## config.mk

```make
export PLATFORM = sky130hd
export DESIGN_NAME = speaker_toggle_pcm_sampler
export DESIGN_NICKNAME = d
export VERILOG_FILES = /design/src/rtl/sts_pkg.sv /design/src/rtl/speaker_toggle_pcm_sampler.sv /design/src/rtl/sts_cfg.sv /design/src/rtl/sts_core.sv
export VERILOG_INCLUDE_DIRS = /design/src /design/src/rtl
export SDC_FILE = /design/constraint.sdc
export NUM_CORES = 1
export LEC_CHECK = 0
export BUFFER_PORTS_ARGS = -buffer_cell sky130_fd_sc_hd__buf_2
export CAP_MARGIN = 15
export CORE_ASPECT_RATIO = 1.2
export CORE_MARGIN = 2
export CORE_UTILIZATION = 63
export CTS_CLUSTER_DIAMETER = 120
export DETAILED_ROUTE_END_ITERATION = 8
export GPL_TIMING_DRIVEN = 0
export PLACE_DENSITY = 0.93
export SYNTH_ARGS = -nofsm -noshare
export SYNTH_HDL_FRONTEND = slang
export SYNTH_HIERARCHICAL = 1
export SYNTH_SLANG_ARGS = --single-unit
```

## constraint.sdc

```tcl
create_clock -name i_clk -period 12.15 [get_ports i_clk]
set_input_delay 1.8225 -clock i_clk [delete_from_list [all_inputs] [get_ports i_clk]]
set_output_delay 1.8225 -clock i_clk [all_outputs]
set_load 0.05 [all_outputs]
```

## src/rtl/speaker_toggle_pcm_sampler_assert.svh

```systemverilog
// Assertion macros for the speaker toggle PCM sampler.
// Included by the RTL modules that carry concurrent checks; needs i_clk and i_rst_n in scope.
`ifndef SPEAKER_TOGGLE_PCM_SAMPLER_ASSERT_SVH
`define SPEAKER_TOGGLE_PCM_SAMPLER_ASSERT_SVH

`ifndef NO_ASSERTIONS
// Same-cycle implication, checked out of reset.
`define STS_ASSERT_IMP(lbl, ante, cons) \
    lbl: assert property (@(posedge i_clk) disable iff (!i_rst_n) (ante) |-> (cons)) \
        else $error("sampler check failed");
// Next-cycle implication, checked out of reset.
`define STS_ASSERT_NXT(lbl, ante, cons) \
    lbl: assert property (@(posedge i_clk) disable iff (!i_rst_n) (ante) |=> (cons)) \
        else $error("sampler check failed");
`else
`define STS_ASSERT_IMP(lbl, ante, cons)
`define STS_ASSERT_NXT(lbl, ante, cons)
`endif

`endif

```

## src/rtl/sts_pkg.sv

```systemverilog
// Shared types and constants for the speaker toggle PCM sampler.
// No dependencies; imported by every module of the block.
`timescale 1ns / 1ps

package sts_pkg;

    // Register map (register index = byte address / 4).
    localparam int unsigned ADDR_W = 5;
    localparam logic [2:0] REG_SAMPLE_PERIOD = 3'd0;
    localparam logic [2:0] REG_QUIET_LIMIT   = 3'd1;
    localparam logic [2:0] REG_AMPLITUDE     = 3'd2;
    localparam logic [2:0] REG_FRAME_CAP     = 3'd3;
    localparam logic [2:0] REG_NORMAL_SPEED  = 3'd4;

    // Reset values of the configuration registers.
    localparam logic [15:0] RST_SAMPLE_PERIOD = 16'd5924;
    localparam logic [15:0] RST_QUIET_LIMIT   = 16'd51;
    localparam logic [14:0] RST_AMPLITUDE     = 15'd8192;
    localparam logic [11:0] RST_FRAME_CAP     = 12'd735;

    // One CPU tick in 8.8 fixed point, which is also the shortest period.
    localparam logic [16:0] ONE_CYCLE  = 17'd256;
    localparam logic [16:0] MIN_PERIOD = 17'd256;
    localparam logic [15:0] QUIET_MAX  = 16'hFFFF;

    typedef struct packed {
        logic [15:0] sample_period;
        logic [15:0] quiet_limit;
        logic [14:0] amplitude;
        logic [11:0] frame_sample_cap;
        logic        normal_speed;
    } t_cfg;

    typedef struct packed {
        logic speaker_access;
        logic frame_end;
    } t_item;

    typedef struct packed {
        logic        has_sample;
        logic [15:0] sample_value;
        logic        end_of_frame;
        logic [11:0] frame_samples;
    } t_result;

endpackage

```

## src/rtl/speaker_toggle_pcm_sampler.sv

```systemverilog
// Speaker toggle PCM sampler: converts per-tick speaker accesses into a PCM sample stream.
// The input item flows from an input register through the core update into a result register.
// Each accepted item carries speaker_access in s_axis_tdata[0] and frame_end on s_axis_tlast.
// Results carry has_sample on m_axis_tuser, end_of_frame on m_axis_tlast, and
// sample_value and frame_samples in m_axis_tdata.
// Ticks that produce neither a sample nor a frame end give no result but still advance
// the sampler state. A result is registered as its held item leaves the input register.
// Throughput is one item per cycle unless a stall in the output register holds the input;
// the next item is taken while a result waits in the output register.
// When the receiver stalls, a finished result holds in the output register; the input
// register then fills, and s_axis_tready drops only once a result-producing item waits
// behind it. Items without a result still pass through during a stall.
// Synchronous reset clears the phase, polarity, mute, quiet timer and frame count, empties
// both registers, and loads the configuration reset values. The user must write configuration
// registers through the APB port only while no item is in flight; no logic enforces it.
// Depends on sts_pkg, sts_cfg, sts_core and the assertion macro header.
`timescale 1ns / 1ps

module speaker_toggle_pcm_sampler #(
    parameter int unsigned COUNT_BITS = 12
) (
    input  logic                       i_clk,
    input  logic                       i_rst_n,
    // Input stream.
    input  logic                       s_axis_tvalid,
    output logic                       s_axis_tready,
    input  logic [7:0]                 s_axis_tdata,  // [0] speaker_access, [7:1] zero
    input  logic                       s_axis_tlast,  // frame_end
    // Result stream.
    output logic                       m_axis_tvalid,
    input  logic                       m_axis_tready,
    output logic [31:0]                m_axis_tdata,  // [15:0] sample_value,
                                                      // [27:16] frame_samples, [31:28] zero
    output logic                       m_axis_tuser,  // has_sample
    output logic                       m_axis_tlast,  // end_of_frame
    // Configuration port.
    input  logic                       psel,
    input  logic                       penable,
    input  logic                       pwrite,
    input  logic [sts_pkg::ADDR_W-1:0] paddr,
    input  logic [31:0]                pwdata,
    output logic [31:0]                prdata,
    output logic                       pready
);
    import sts_pkg::*;

    t_cfg    w_cfg;
    t_result w_res;
    logic    w_emit;
    logic    w_adv;

    logic    r_in_valid;
    t_item   r_in_item;
    logic    r_out_valid;
    t_result r_out;

    sts_cfg u_cfg (
        .i_clk   (i_clk),
        .i_rst_n (i_rst_n),
        .psel    (psel),
        .penable (penable),
        .pwrite  (pwrite),
        .paddr   (paddr),
        .pwdata  (pwdata),
        .prdata  (prdata),
        .pready  (pready),
        .o_cfg   (w_cfg)
    );

    sts_core #(
        .COUNT_BITS (COUNT_BITS)
    ) u_core (
        .i_clk   (i_clk),
        .i_rst_n (i_rst_n),
        .i_step  (w_adv),
        .i_item  (r_in_item),
        .i_cfg   (w_cfg),
        .o_res   (w_res),
        .o_emit  (w_emit)
    );

    // The held item moves on unless it has a result and the output register is blocked.
    assign w_adv         = r_in_valid && (!w_emit || !r_out_valid || m_axis_tready);
    assign s_axis_tready = !r_in_valid || w_adv;

    // Input register.
    always_ff @(posedge i_clk) begin
        if (!i_rst_n) begin
            r_in_valid <= 1'b0;
        end else if (s_axis_tready) begin
            r_in_valid <= s_axis_tvalid;
        end
    end

    always_ff @(posedge i_clk) begin
        if (s_axis_tready && s_axis_tvalid) begin
            r_in_item.speaker_access <= s_axis_tdata[0];
            r_in_item.frame_end      <= s_axis_tlast;
        end
    end

    // Result register.
    always_ff @(posedge i_clk) begin
        if (!i_rst_n) begin
            r_out_valid <= 1'b0;
        end else if (w_adv && w_emit) begin
            r_out_valid <= 1'b1;
        end else if (m_axis_tready) begin
            r_out_valid <= 1'b0;
        end
    end

    always_ff @(posedge i_clk) begin
        if (w_adv && w_emit) begin
            r_out <= w_res;
        end
    end

    assign m_axis_tvalid = r_out_valid;
    assign m_axis_tdata  = {4'd0, r_out.frame_samples, r_out.sample_value};
    assign m_axis_tuser  = r_out.has_sample;
    assign m_axis_tlast  = r_out.end_of_frame;

`include "speaker_toggle_pcm_sampler_assert.svh"

    // Every delivered result carries a sample or a frame marker.
    `STS_ASSERT_IMP(a_result_nonempty, m_axis_tvalid, m_axis_tuser || m_axis_tlast)
    // Fields without their flag read as zero.
    `STS_ASSERT_IMP(a_sample_zero, m_axis_tvalid && !m_axis_tuser, m_axis_tdata[15:0] == 16'd0)
    `STS_ASSERT_IMP(a_count_zero, m_axis_tvalid && !m_axis_tlast, m_axis_tdata[27:16] == 12'd0)
    // The held item only waits on a stalled, occupied result register.
    `STS_ASSERT_IMP(a_stall_cause, r_in_valid && !w_adv, r_out_valid && !m_axis_tready)

endmodule

```

## src/rtl/sts_cfg.sv

```systemverilog
// APB configuration register file for the speaker toggle PCM sampler.
// Depends on sts_pkg for the register map and reset values.
`timescale 1ns / 1ps

module sts_cfg (
    input  logic                       i_clk,
    input  logic                       i_rst_n,
    input  logic                       psel,
    input  logic                       penable,
    input  logic                       pwrite,
    input  logic [sts_pkg::ADDR_W-1:0] paddr,
    input  logic [31:0]                pwdata,
    output logic [31:0]                prdata,
    output logic                       pready,
    output sts_pkg::t_cfg              o_cfg
);
    import sts_pkg::*;

    t_cfg       r_cfg;
    logic       w_wr;
    logic [2:0] w_idx;

    assign pready = 1'b1;
    assign w_wr   = psel && penable && pwrite;
    assign w_idx  = paddr[ADDR_W-1:2];
    assign o_cfg  = r_cfg;

    // Register writes on the access phase.
    always_ff @(posedge i_clk) begin
        if (!i_rst_n) begin
            r_cfg.sample_period    <= RST_SAMPLE_PERIOD;
            r_cfg.quiet_limit      <= RST_QUIET_LIMIT;
            r_cfg.amplitude        <= RST_AMPLITUDE;
            r_cfg.frame_sample_cap <= RST_FRAME_CAP;
            r_cfg.normal_speed     <= 1'b1;
        end else if (w_wr) begin
            unique case (w_idx)
                REG_SAMPLE_PERIOD: r_cfg.sample_period    <= pwdata[15:0];
                REG_QUIET_LIMIT:   r_cfg.quiet_limit      <= pwdata[15:0];
                REG_AMPLITUDE:     r_cfg.amplitude        <= pwdata[14:0];
                REG_FRAME_CAP:     r_cfg.frame_sample_cap <= pwdata[11:0];
                REG_NORMAL_SPEED:  r_cfg.normal_speed     <= pwdata[0];
                default: begin
                end
            endcase
        end
    end

    // Read-back mux; unmapped addresses read as zero.
    always_comb begin
        unique case (w_idx)
            REG_SAMPLE_PERIOD: prdata = {16'd0, r_cfg.sample_period};
            REG_QUIET_LIMIT:   prdata = {16'd0, r_cfg.quiet_limit};
            REG_AMPLITUDE:     prdata = {17'd0, r_cfg.amplitude};
            REG_FRAME_CAP:     prdata = {20'd0, r_cfg.frame_sample_cap};
            REG_NORMAL_SPEED:  prdata = {31'd0, r_cfg.normal_speed};
            default:           prdata = 32'd0;
        endcase
    end

endmodule

```

## src/rtl/sts_core.sv

```systemverilog
// Sampler state and per-tick update: phase accumulator, polarity, quiet timer, frame count.
// Depends on sts_pkg and the assertion macro header.
`timescale 1ns / 1ps

module sts_core #(
    parameter int unsigned COUNT_BITS = 12
) (
    input  logic             i_clk,
    input  logic             i_rst_n,
    input  logic             i_step,
    input  sts_pkg::t_item   i_item,
    input  sts_pkg::t_cfg    i_cfg,
    output sts_pkg::t_result o_res,
    output logic             o_emit
);
    import sts_pkg::*;

    localparam int unsigned CMP_W = COUNT_BITS + 12;

    logic [15:0]           r_phase;
    logic                  r_neg;
    logic                  r_muted;
    logic                  r_toggled;
    logic                  r_armed;
    logic [15:0]           r_quiet;
    logic [COUNT_BITS-1:0] r_fcount;

    logic [15:0]           n_phase;
    logic                  n_neg;
    logic                  n_muted;
    logic                  n_toggled;
    logic                  n_armed;
    logic [15:0]           n_quiet;
    logic [COUNT_BITS-1:0] n_fcount;

    logic                  w_en;
    logic                  w_access;
    logic [16:0]           w_period;
    logic [16:0]           w_acc;
    logic                  w_keep;
    logic [CMP_W-1:0]      w_closed_ext;
    t_result               w_res;

    assign w_en     = i_cfg.normal_speed;
    assign w_access = w_en && i_item.speaker_access;

    // Next state in the order of one tick: unmute, sample, toggle, quiet timer, frame end.
    always_comb begin
        n_phase      = r_phase;
        n_neg        = r_neg;
        n_muted      = r_muted;
        n_toggled    = r_toggled;
        n_armed      = r_armed;
        n_quiet      = r_quiet;
        n_fcount     = r_fcount;
        w_res        = '0;
        w_closed_ext = '0;

        if (w_access) begin
            n_muted = 1'b0;
        end

        // Phase step; a period below one tick acts as one tick.
        w_period = ({1'b0, i_cfg.sample_period} < MIN_PERIOD) ? MIN_PERIOD
                 : {1'b0, i_cfg.sample_period};
        w_acc    = {1'b0, r_phase} + ONE_CYCLE;
        w_keep   = {{12{1'b0}}, r_fcount} < {{COUNT_BITS{1'b0}}, i_cfg.frame_sample_cap};
        if (w_acc >= w_period) begin
            w_acc = w_acc - w_period;
            if (w_en && w_keep) begin
                w_res.has_sample = 1'b1;
                if (n_muted) begin
                    w_res.sample_value = 16'd0;
                end else if (r_neg) begin
                    w_res.sample_value = 16'd0 - {1'b0, i_cfg.amplitude};
                end else begin
                    w_res.sample_value = {1'b0, i_cfg.amplitude};
                end
                n_fcount = r_fcount + 1'b1;
            end
        end
        n_phase = w_acc[15:0];

        // A speaker access flips polarity and disarms the quiet timer.
        if (w_access) begin
            n_neg     = !r_neg;
            n_toggled = 1'b1;
            n_armed   = 1'b0;
            n_quiet   = 16'd0;
        end

        // Quiet timer saturates and mutes from the next sample on.
        if (n_armed) begin
            if (n_quiet != QUIET_MAX) begin
                n_quiet = n_quiet + 16'd1;
            end
            if (n_quiet > i_cfg.quiet_limit) begin
                n_muted = 1'b1;
            end
        end

        // Frame end closes the count and arms the timer after a silent frame.
        if (i_item.frame_end) begin
            w_closed_ext        = {{12{1'b0}}, n_fcount};
            w_res.end_of_frame  = 1'b1;
            w_res.frame_samples = w_closed_ext[11:0];
            n_fcount            = '0;
            if (n_toggled) begin
                n_toggled = 1'b0;
            end else if (!n_armed) begin
                n_armed = 1'b1;
                n_quiet = 16'd0;
            end
        end
    end

    assign o_res  = w_res;
    assign o_emit = w_en && (w_res.has_sample || w_res.end_of_frame);

    // State registers advance once per processed item.
    always_ff @(posedge i_clk) begin
        if (!i_rst_n) begin
            r_phase   <= 16'd0;
            r_neg     <= 1'b0;
            r_muted   <= 1'b0;
            r_toggled <= 1'b0;
            r_armed   <= 1'b0;
            r_quiet   <= 16'd0;
            r_fcount  <= '0;
        end else if (i_step) begin
            r_phase   <= n_phase;
            r_neg     <= n_neg;
            r_muted   <= n_muted;
            r_toggled <= n_toggled;
            r_armed   <= n_armed;
            r_quiet   <= n_quiet;
            r_fcount  <= n_fcount;
        end
    end

`include "speaker_toggle_pcm_sampler_assert.svh"

    // The quiet count only moves while the timer is armed.
    `STS_ASSERT_IMP(a_quiet_only_armed, r_quiet != 16'd0, r_armed)
    // An armed timer and a pending toggle exclude each other.
    `STS_ASSERT_IMP(a_armed_not_toggled, r_armed, !r_toggled)
    // A stepped access always leaves the speaker unmuted.
    `STS_ASSERT_NXT(a_access_unmutes, i_step && w_access, !r_muted)

endmodule

```

Word level (Yosys, flattened, before mapping)
Index checks and enable logic that the tools add are counted.

Register bits after elaboration: 142. Input port bits: 53.

Reductions and logical operators: 26. $add $sub $neg: 5. Bitwise logic cells: 3. Mux-type cells: 28. $lt $le $gt $ge: 4. Equality and inequality tests: 5.

Operators by type and width (count): $mux W16 (11); $pmux W16 S5 (1); $mux W12 (3); $mux W17 (2); $add A16 B9 Y17 const B (1); $ge A17 B16 Y1 (1); $add A16 B1 Y16 const B (1); $gt A16 B16 Y1 (1); $lt A16 B9 Y1 const B (1); $ne A16 B16 Y1 const B (1); $sub A1 B15 Y16 const A (1); $sub A16 B16 Y16 (1); $mux W13 (1); $add A12 B1 Y12 const B (1); $lt A12 B12 Y1 (1); $reduce_and A2 Y1 (6); $mux W1 (10); $logic_and A1 B1 Y1 (8); $eq A3 B2 Y1 const B (2); $logic_not A1 Y1 (4); $logic_or A1 B1 Y1 (4); $reduce_or A4 Y1 (1); $eq A3 B1 Y1 const B (1); $eq A3 B3 Y1 const B (1); 4 further kinds (6).

Longest topological paths before layout
Gate-level depths: netlist (run 1).

Depth after elaboration: 13. Depth in mapped cells: 22.

By module
The synthesis (run 1) kept the hierarchy.

By module, submodules not included: sts_core (cells each 683, area each 4972.3 µm², times used 1); sts_cfg (cells each 306, area each 3037.9 µm², times used 1); speaker_toggle_pcm_sampler (cells each 49, area each 1112.3 µm², times used 1).

Least setup slack after synthesis (run 1)
Ideal clock, no wire load.

Path kind: in2out. From: input paddr[3] (netlist bit). To: output prdata[15]. Buffers on the path: 3. Slack: 6.971 ns. Data required time: 10.327 ns. Cell stages on the path: 4. Data arrival time: 3.356 ns. Cell sequence: buf_6 -> buf_6 -> buf_4 -> nor3_1.

Cells in the longest elaborated chain, start to end: 2.

RTL lines: from (decl) (RTL line speaker_toggle_pcm_sampler.sv:40) `input logic [sts_pkg::ADDR_W-1:0] paddr,`; $eq A3 B3 Y1 (tied with other cells) (RTL line sts_cfg.sv:51) `unique case (w_idx)`; $pmux W16 S5 * (RTL line sts_cfg.sv:51); to (decl) (RTL line speaker_toggle_pcm_sampler.sv:42) `output logic [31:0] prdata,`.

Mark *: on every way between the ends. The rest lies on a longest branch, timed or not.

==> impl_metrics.json, run 1 <==
{
  "hpwl_um": 19260,
  "utilization_pct": 72.45,
  "antenna_found_initial": 0,
  "synth_cell_types": 80,
  "swShare_pct": 31.03,
  "power_density_nw_per_um2": 117.0,
  "die_h_um": 135.8,
  "setup_viol": 0,
  "io_pins": 122,
  "cp.required_ps": 10330,
  "clockPowerShare_pct": 42.1,
  "die_area_um2": 15460,
  "period_share_pct": 50.81,
  "net-switching-power_mw": 0.3759,
  "grt_max_degree": 31,
  "netlist_instances": 1038,
  "cts_tree": "done",
  "leakage_nw": 4.415,
  "core_um2": 14290,
  "synth.avg_cell_area_um2": 8.789,
  "fin_worst_skew_ps": 10.75,
  "grt_pass1_wl_um": 41950,
  "ys.flop_type": "dfxtp_1",
  "cts-buffers-inserted": 17,
  "synth_area_leaders": "dfxtp_1 24%, edfxtp_1 11%, ha_1 6.4%",
  "drt_iter0_markers": 1094,
  "clock_path_buffers": 2,
  "wirelength_um": 26820,
  "cts_hold_repair.buffers": 0,
  "synth_edf_count": 32,
  "worstMarginPinSlew_ps": 944.1,
  "cts_resized": 0,
  "die_w_um": 113.9,
  "fillers": 1022,
  "finalHoldViolCount": 0,
  "clock_latency_ps": 430,
  "rows": 48,
  "seqPwrFrac_pct": 41.4,
  "root_buffer": "clkbuf_16",
  "final_nets": 1249,
  "cts.clk_slew.worst_paths_ps": 60,
  "drv_slew": 0,
  "drv_cap": 0,
  "routabilityCongestion": 0.9723,
  "layout_min_cycle_time_ps": 6173,
  "outcome": "finished, violations left",
  "dr.pass1.iters": 8,
  "combPwrFrac_pct": 16.5,
  "crit_path_end_kind": "primary output",
  "grt-ovfl-total": 0,
  "finalSetupTns_ps": 0,
  "start_util_pct": 63.82,
  "instances_no_fill": 1336,
  "arrival_ps": 4350,
  "relSlewSlack_pct": 36.91,
  "synth_top_area_share_pct": 24.14,
  "hp-class": "reg -> reg",
  "fmax_mhz": 162.0,
  "h-tree-depth": 4,
  "drcViolationCount": 1,
  "dpl_cell_area_um2": 9782,
  "synth_top_area_cell": "dfxtp_1",
  "detail_route.vias_per_cell": 6.499,
  "cp-start-kind": "flop",
  "clock_sinks": 142,
  "via_count": 8682,
  "yosys_warnings": 6,
  "syn_area_um2": 9122,
  "yosysSeqAreaShare_pct": 34.67,
  "critPathMaxFanout": 10,
  "grt_pass1_vias": 8114,
  "diodes": 0,
  "failed_checks": "DRC",
  "irDropWorstVdd_mv": 0.09097,
  "synth-seq-cells": 142,
  "area_growth_pct": 13.52,
  "layout-drive-gt1-share_pct": 16.11,
  "wire_per_inst_um": 20.07,
  "path_class": "reg -> out",
  "post-route-cell-area_um2": 10360,
  "track_usage_pct": 34.65,
  "async_flop_share_pct": 0,
  "rsz0062_at_grt": "false",
  "port_buffers": 73,
  "postCtsSetupBuffers": 0,
  "internal_power_mw": 0.8354,
  "dp.cells": 1304,
  "ant_nets": 0
}
## area by class of cell
cell class / count / area (um^2) / area share (%)
Sequential cell: 142 / 3163 / 30.54
Clock buffer: 18 / 450.4 / 4.349
Multi-Input combinational cell: 768 / 5285 / 51.03
Timing Repair Buffer: 73 / 365.4 / 3.528
Inverter: 64 / 240.2 / 2.320
Tap cell: 175 / 219.0 / 2.114
Clock inverter: 14 / 123.9 / 1.196
Buffer: 82 / 509.2 / 4.917
## synth_stat cells (all sizes together) (5+ instances only)
cell,n
nand2,121
dfxtp,110
inv,64
nor2,60
mux2i,55
a21oi,50
nand3,50
o21ai,49
buf,48
ha,47
clkbuf,34
edfxtp,32
xor2,30
nor2b,27
o211ai,22
nor3,19
nand4,15
o31ai,14
or4,14
xnor2,14
or3,12
a31oi,11
mux4,11
o21a,11
and2,10
a21o,9
and3,8
nand2b,6
a21boi,5
a22oi,5
and4,5
nor4,5
o31a,5
## final timing paths
kind              cells after the start  slack [ps]                         endpoint                      startpoint
setup / recovery                     15        5980                    s_axis_tready    u_cfg/o_cfg[54]$_SDFFE_PN1P_
hold / removal                        2         490   u_core/r_phase[5]$_SDFFE_PN0P_  u_core/r_phase[5]$_SDFFE_PN0P_
setup reg to reg                     20        6250  u_core/r_quiet[15]$_SDFFE_PN0P_    u_cfg/o_cfg[54]$_SDFFE_PN1P_
hold reg to reg                       2         490   u_core/r_phase[5]$_SDFFE_PN0P_  u_core/r_phase[5]$_SDFFE_PN0P_
## per-layer routing
metal,vias up,wire length [um],global-route usage (%)
met5,-,0,0
met4,0,1659,21.75
met3,140,2671,7.668
met2,596,12460,55.09
met1,4014,10030,42.73
li1,3932,-,-
## placed cells by master, fill, tap and decap left out, drive strengths merged, types with 6 or more instances in the layout
master	synthesis	routed
nand2b	6	6
nor2	60	60
a21oi	50	50
nand2	121	121
inv	64	72
a21o	9	9
mux4	11	11
conb	3	21
and3	8	8
nor3	19	19
o31ai	14	14
mux2i	55	55
a31oi	11	11
nand4	15	15
nor2b	27	27
buf	48	121
edfxtp	32	32
nand3	50	50
dfxtp	110	110
o21ai	49	49
or3	12	12
and2	10	10
or4	14	14
ha	47	47
xnor2	14	14
xor2	30	30
o211ai	22	22
clkbuf	34	52
o21a	11	11
## through the flow
step | hold WS (ps) | power (mW) | worst slack (ps)
2_1_floorplan | 443.6 | 0.6565 | 6971
3_3_place_gp | 458.3 | 0.7021 | 6551
3_5_place_dp | 470.7 | 0.7060 | 6531
4_1_cts | 484.8 | 1.206 | 6060
5_1_grt | 505.1 | 1.241 | 5850
6_report | 486.4 | 1.211 | 5977
## state kept, by name, summed over array words and instances, names as in the netlist
name,count
u_core/r_phase,16
m_axis_tdata,28
m_axis_tlast,1
r_in_valid,1
m_axis_tuser,1
u_core/r_quiet,16
r_in_item,2
u_core/r_toggled,1
m_axis_tvalid,1
u_core/r_fcount,12
u_core/r_armed,1
u_core/r_neg,1
u_core/r_muted,1
u_cfg/o_cfg,60
## power by group through the flow
| stage | clock, mW | combinational (mW) | sequential, mW |
|---|---|---|---|
| after floorplan | 0 | 0.131 | 0.526 |
| after global placement | 0 | 0.191 | 0.512 |
| after detailed placement | 0 | 0.194 | 0.512 |
| after CTS | 0.509 | 0.196 | 0.501 |
| after global routing | 0.526 | 0.212 | 0.502 |
| final | 0.509 | 0.200 | 0.502 |
## critical path, stage by stage, from the launching register on
cell and delay, ps:
dfxtp_1 390, nor4_1 400, nand2_1 260, nand2_1 190, ha_1 270, nor2b_1 160, o31a_1 280, o41ai_2 420
o211a_4 270, o21a_4 200, buf_6 150, buf_4 180, nor2_1 120, o21a_1 270, nand4b_4 100, buf_2 270
## logic make-up (layout without fill, tap and decap cells)
group,Yosys count,count (layout),share of synthesized area [%]
AOI/OAI and AO/OA,219,219,16.21
xor gates and xnor gates,44,44,4.224
adders and majority gates,48,48,6.666
buffers and inverters,146,251,8.216
DFF,142,142,34.67
muxes,68,68,8.997
other,3,21,0.1234
and+or+nand+nor,368,368,20.89
Note: power is estimated with default switching activity, not from simulation.
==> run 2, diff against run 1 <==
CORE_UTILIZATION = 53   (was 63)
PLACE_DENSITY = 0.84   (was 0.93)
clock period = 5.2 ns   (was 12.15 ns; I/O delays follow)
==> impl_metrics.json, run 2 (synthesis results as in run 1) <==
{
  "grt_max_degree": 31,
  "layout_commonest_cell": "nand2_1",
  "drcViolationCount": 0,
  "rows": 52,
  "wire_per_inst_um": 19.69,
  "diodes": 0,
  "arrival_ps": 5460,
  "via_count": 8682,
  "r2r_start": "u_cfg/o_cfg[58]$_SDFFE_PN0P_",
  "seqPwrFrac_pct": 40.7,
  "power_density_nw_per_um2": 273.7,
  "root_buffer": "clkbuf_16",
  "layout_min_cycle_time_ps": 5106,
  "largest_reg_flops": 60,
  "whs_ps": 485.6,
  "clock_latency_ps": 440,
  "drv_cap": 0,
  "clock_path_buffers": 2,
  "grt-ovfl-total": 0,
  "leakage_nw": 4.473,
  "rr_worst_depth": 19,
  "r2r-end": "u_core/r_phase[11]$_SDFFE_PN0P_",
  "layout-drive-gt1-share_pct": 17.34,
  "dpl_cell_area_um2": 9833,
  "cts-buffers-inserted": 17,
  "cts_hold_repair.buffers": 0,
  "layout_common_cells": "118 x nand2_1, 110 x dfxtp_1, 83 x buf_2",
  "cp-start-kind": "flop",
  "worstMarginPinSlew_ps": 958.3,
  "critPathMaxFanout": 10,
  "cts.clk_slew.worst_paths_ps": 60,
  "net-switching-power_mw": 0.8325,
  "outcome": "finished clean",
  "clock_sinks": 142,
  "final_nets": 1253,
  "dr.pass1.iters": 8,
  "combPwrFrac_pct": 16.4,
  "detail_route.vias_per_cell": 6.287,
  "path_class": "reg -> reg",
  "r2r_setup_slack_ps": 90,
  "relSlewSlack_pct": 35.96,
  "fmax_mhz": 195.8,
  "critPathMaxStageDelay_ps": 440,
  "antenna_found_initial": 0,
  "hp-class": "reg -> reg",
  "internal_power_mw": 2.053,
  "track_usage_pct": 30.17,
  "crit_family": "compound AO/OA/AOI/OAI gates",
  "cts_tree": "done",
  "h-tree-depth": 4,
  "hpwl_um": 19410,
  "ant_nets": 0,
  "crit_chain": "nor4_2 -> nand2_2 -> nand2_1 -> ha_1 -> nor2b_1 -> o31a_1 -> o41ai_4 -> o211a_4 -> o21a_4 -> buf_6 -> buf_4 -> nor2_1 -> o21a_1 -> a21boi_1 -> clkbuf_4 -> clkbuf_2 -> buf_2 -> o311ai_1 -> a41oi_1",
  "drv_slew": 0,
  "irDropWorstVdd_mv": 0.1982,
  "clockPowerShare_pct": 42.9,
  "cp.required_ps": 5550,
  "die_w_um": 123.8,
  "finalHoldViolCount": 0,
  "die_h_um": 147.7,
  "crit_start": "u_cfg/o_cfg[58]$_SDFFE_PN0P_",
  "die_area_um2": 18280,
  "endpoint": "u_core/r_phase[11]$_SDFFE_PN0P_",
  "fin_worst_skew_ps": 9.647,
  "start_util_pct": 54.14,
  "area_growth_pct": 15.57,
  "drt_iter0_markers": 1024,
  "setup_viol": 0,
  "utilization_pct": 62.56,
  "wirelength_um": 27190,
  "routabilityCongestion": 1.021,
  "crit_path_top_delay_cell": "nor4_2",
  "grt_pass1_wl_um": 42640,
  "port_buffers": 73,
  "core_um2": 16850,
  "grt_pass1_vias": 8244,
  "worst-path-buf-inv": 5,
  "period_share_pct": 98.19,
  "cp.depth": 19,
  "crit_path_end_kind": "flop",
  "io_pins": 122,
  "post-route-cell-area_um2": 10540,
  "swShare_pct": 28.85
}
==> run 2: layer usage <==
layer  vias to the layer above  share of wire (%)  track usage, %
li1                       3932                  -               -
met1                      4049                 38           37.29
met2                       574                 48           48.76
met3                       127                9.8           6.944
met4                         0                4.6           15.45
met5                         -                  0               0
==> run 2: final cells by class <==
class                           count  area (um^2)
Timing Repair Buffer               78        402.9
Clock buffer                       25        528.0
Sequential cell                   142         3163
Tap cell                          216        270.3
Clock inverter                      7        73.82
Inverter                           64        244.0
Buffer                             81        518.0
Multi-Input combinational cell    768         5343
Fill cell                        1360         6309
==> run 2: per-stage QoR <==
| step | TNS (ps) | total power [mW] | worst slack, ps | std cells |
|---|---|---|---|---|
| 2_1_floorplan | 0 | 1.534 | 660.6 | 1056 |
| 3_3_place_gp | -23390 | 1.643 | -543.1 | 1345 |
| 3_5_place_dp | -9141 | 1.650 | -451.4 | 1345 |
| 4_1_cts | -38.64 | 2.863 | -38.64 | 1376 |
| 5_1_grt | -210.8 | 2.959 | -48.58 | 1381 |
| 6_report | 0 | 2.886 | 94.04 | 1381 |
==> run 2: worst reg2reg max path: stages, from the launching register on <==
cell	delay, ps
dfxtp_1	400
nor4_2	440
nand2_2	170
nand2_1	160
ha_1	260
nor2b_1	150
o31a_1	300
o41ai_4	430
o211a_4	250
o21a_4	190
buf_6	150
buf_4	190
nor2_1	120
o21a_1	270
a21boi_1	180
clkbuf_4	300
clkbuf_2	320
buf_2	340
o311ai_1	210
a41oi_1	190
==> run 2: how the worst min path moves through the flow <==
stage                                 startpoint                           end  slack [ps]  cells past startpoint
finish              u_cfg/o_cfg[39]$_SDFFE_PN0P_  u_cfg/o_cfg[39]$_SDFFE_PN0P_         490                      2
global route        u_cfg/o_cfg[39]$_SDFFE_PN0P_  u_cfg/o_cfg[39]$_SDFFE_PN0P_         510                      2
CTS                 u_cfg/o_cfg[36]$_SDFFE_PN0P_  u_cfg/o_cfg[36]$_SDFFE_PN0P_         480                      2
detailed placement  u_cfg/o_cfg[34]$_SDFFE_PN0P_  u_cfg/o_cfg[34]$_SDFFE_PN0P_         480                      2
global placement    u_cfg/o_cfg[47]$_SDFFE_PN0P_  u_cfg/o_cfg[47]$_SDFFE_PN0P_         460                      2
floorplan           u_cfg/o_cfg[44]$_SDFFE_PN0P_  u_cfg/o_cfg[44]$_SDFFE_PN0P_         440                      2
==> run 2: timing repair <==
action / CTS / global route
buffers inserted: 0 / 5
pin swaps: 0 / 2
setup endpoints to repair: 47 / 41
gates resized for setup: 11 / 11
==> run 2: power groups by stage <==
| stage | Sequential (mW) | Combinational (mW) | Clock [mW] |
|---|---|---|---|
| 4_1_cts | 1.17 | 0.459 | 1.23 |
| 3_3_place_gp | 1.20 | 0.447 | 0 |
| 6_report | 1.17 | 0.474 | 1.24 |
| 2_1_floorplan | 1.23 | 0.306 | 0 |
| 5_1_grt | 1.18 | 0.502 | 1.28 |
| 3_5_place_dp | 1.20 | 0.454 | 0 |
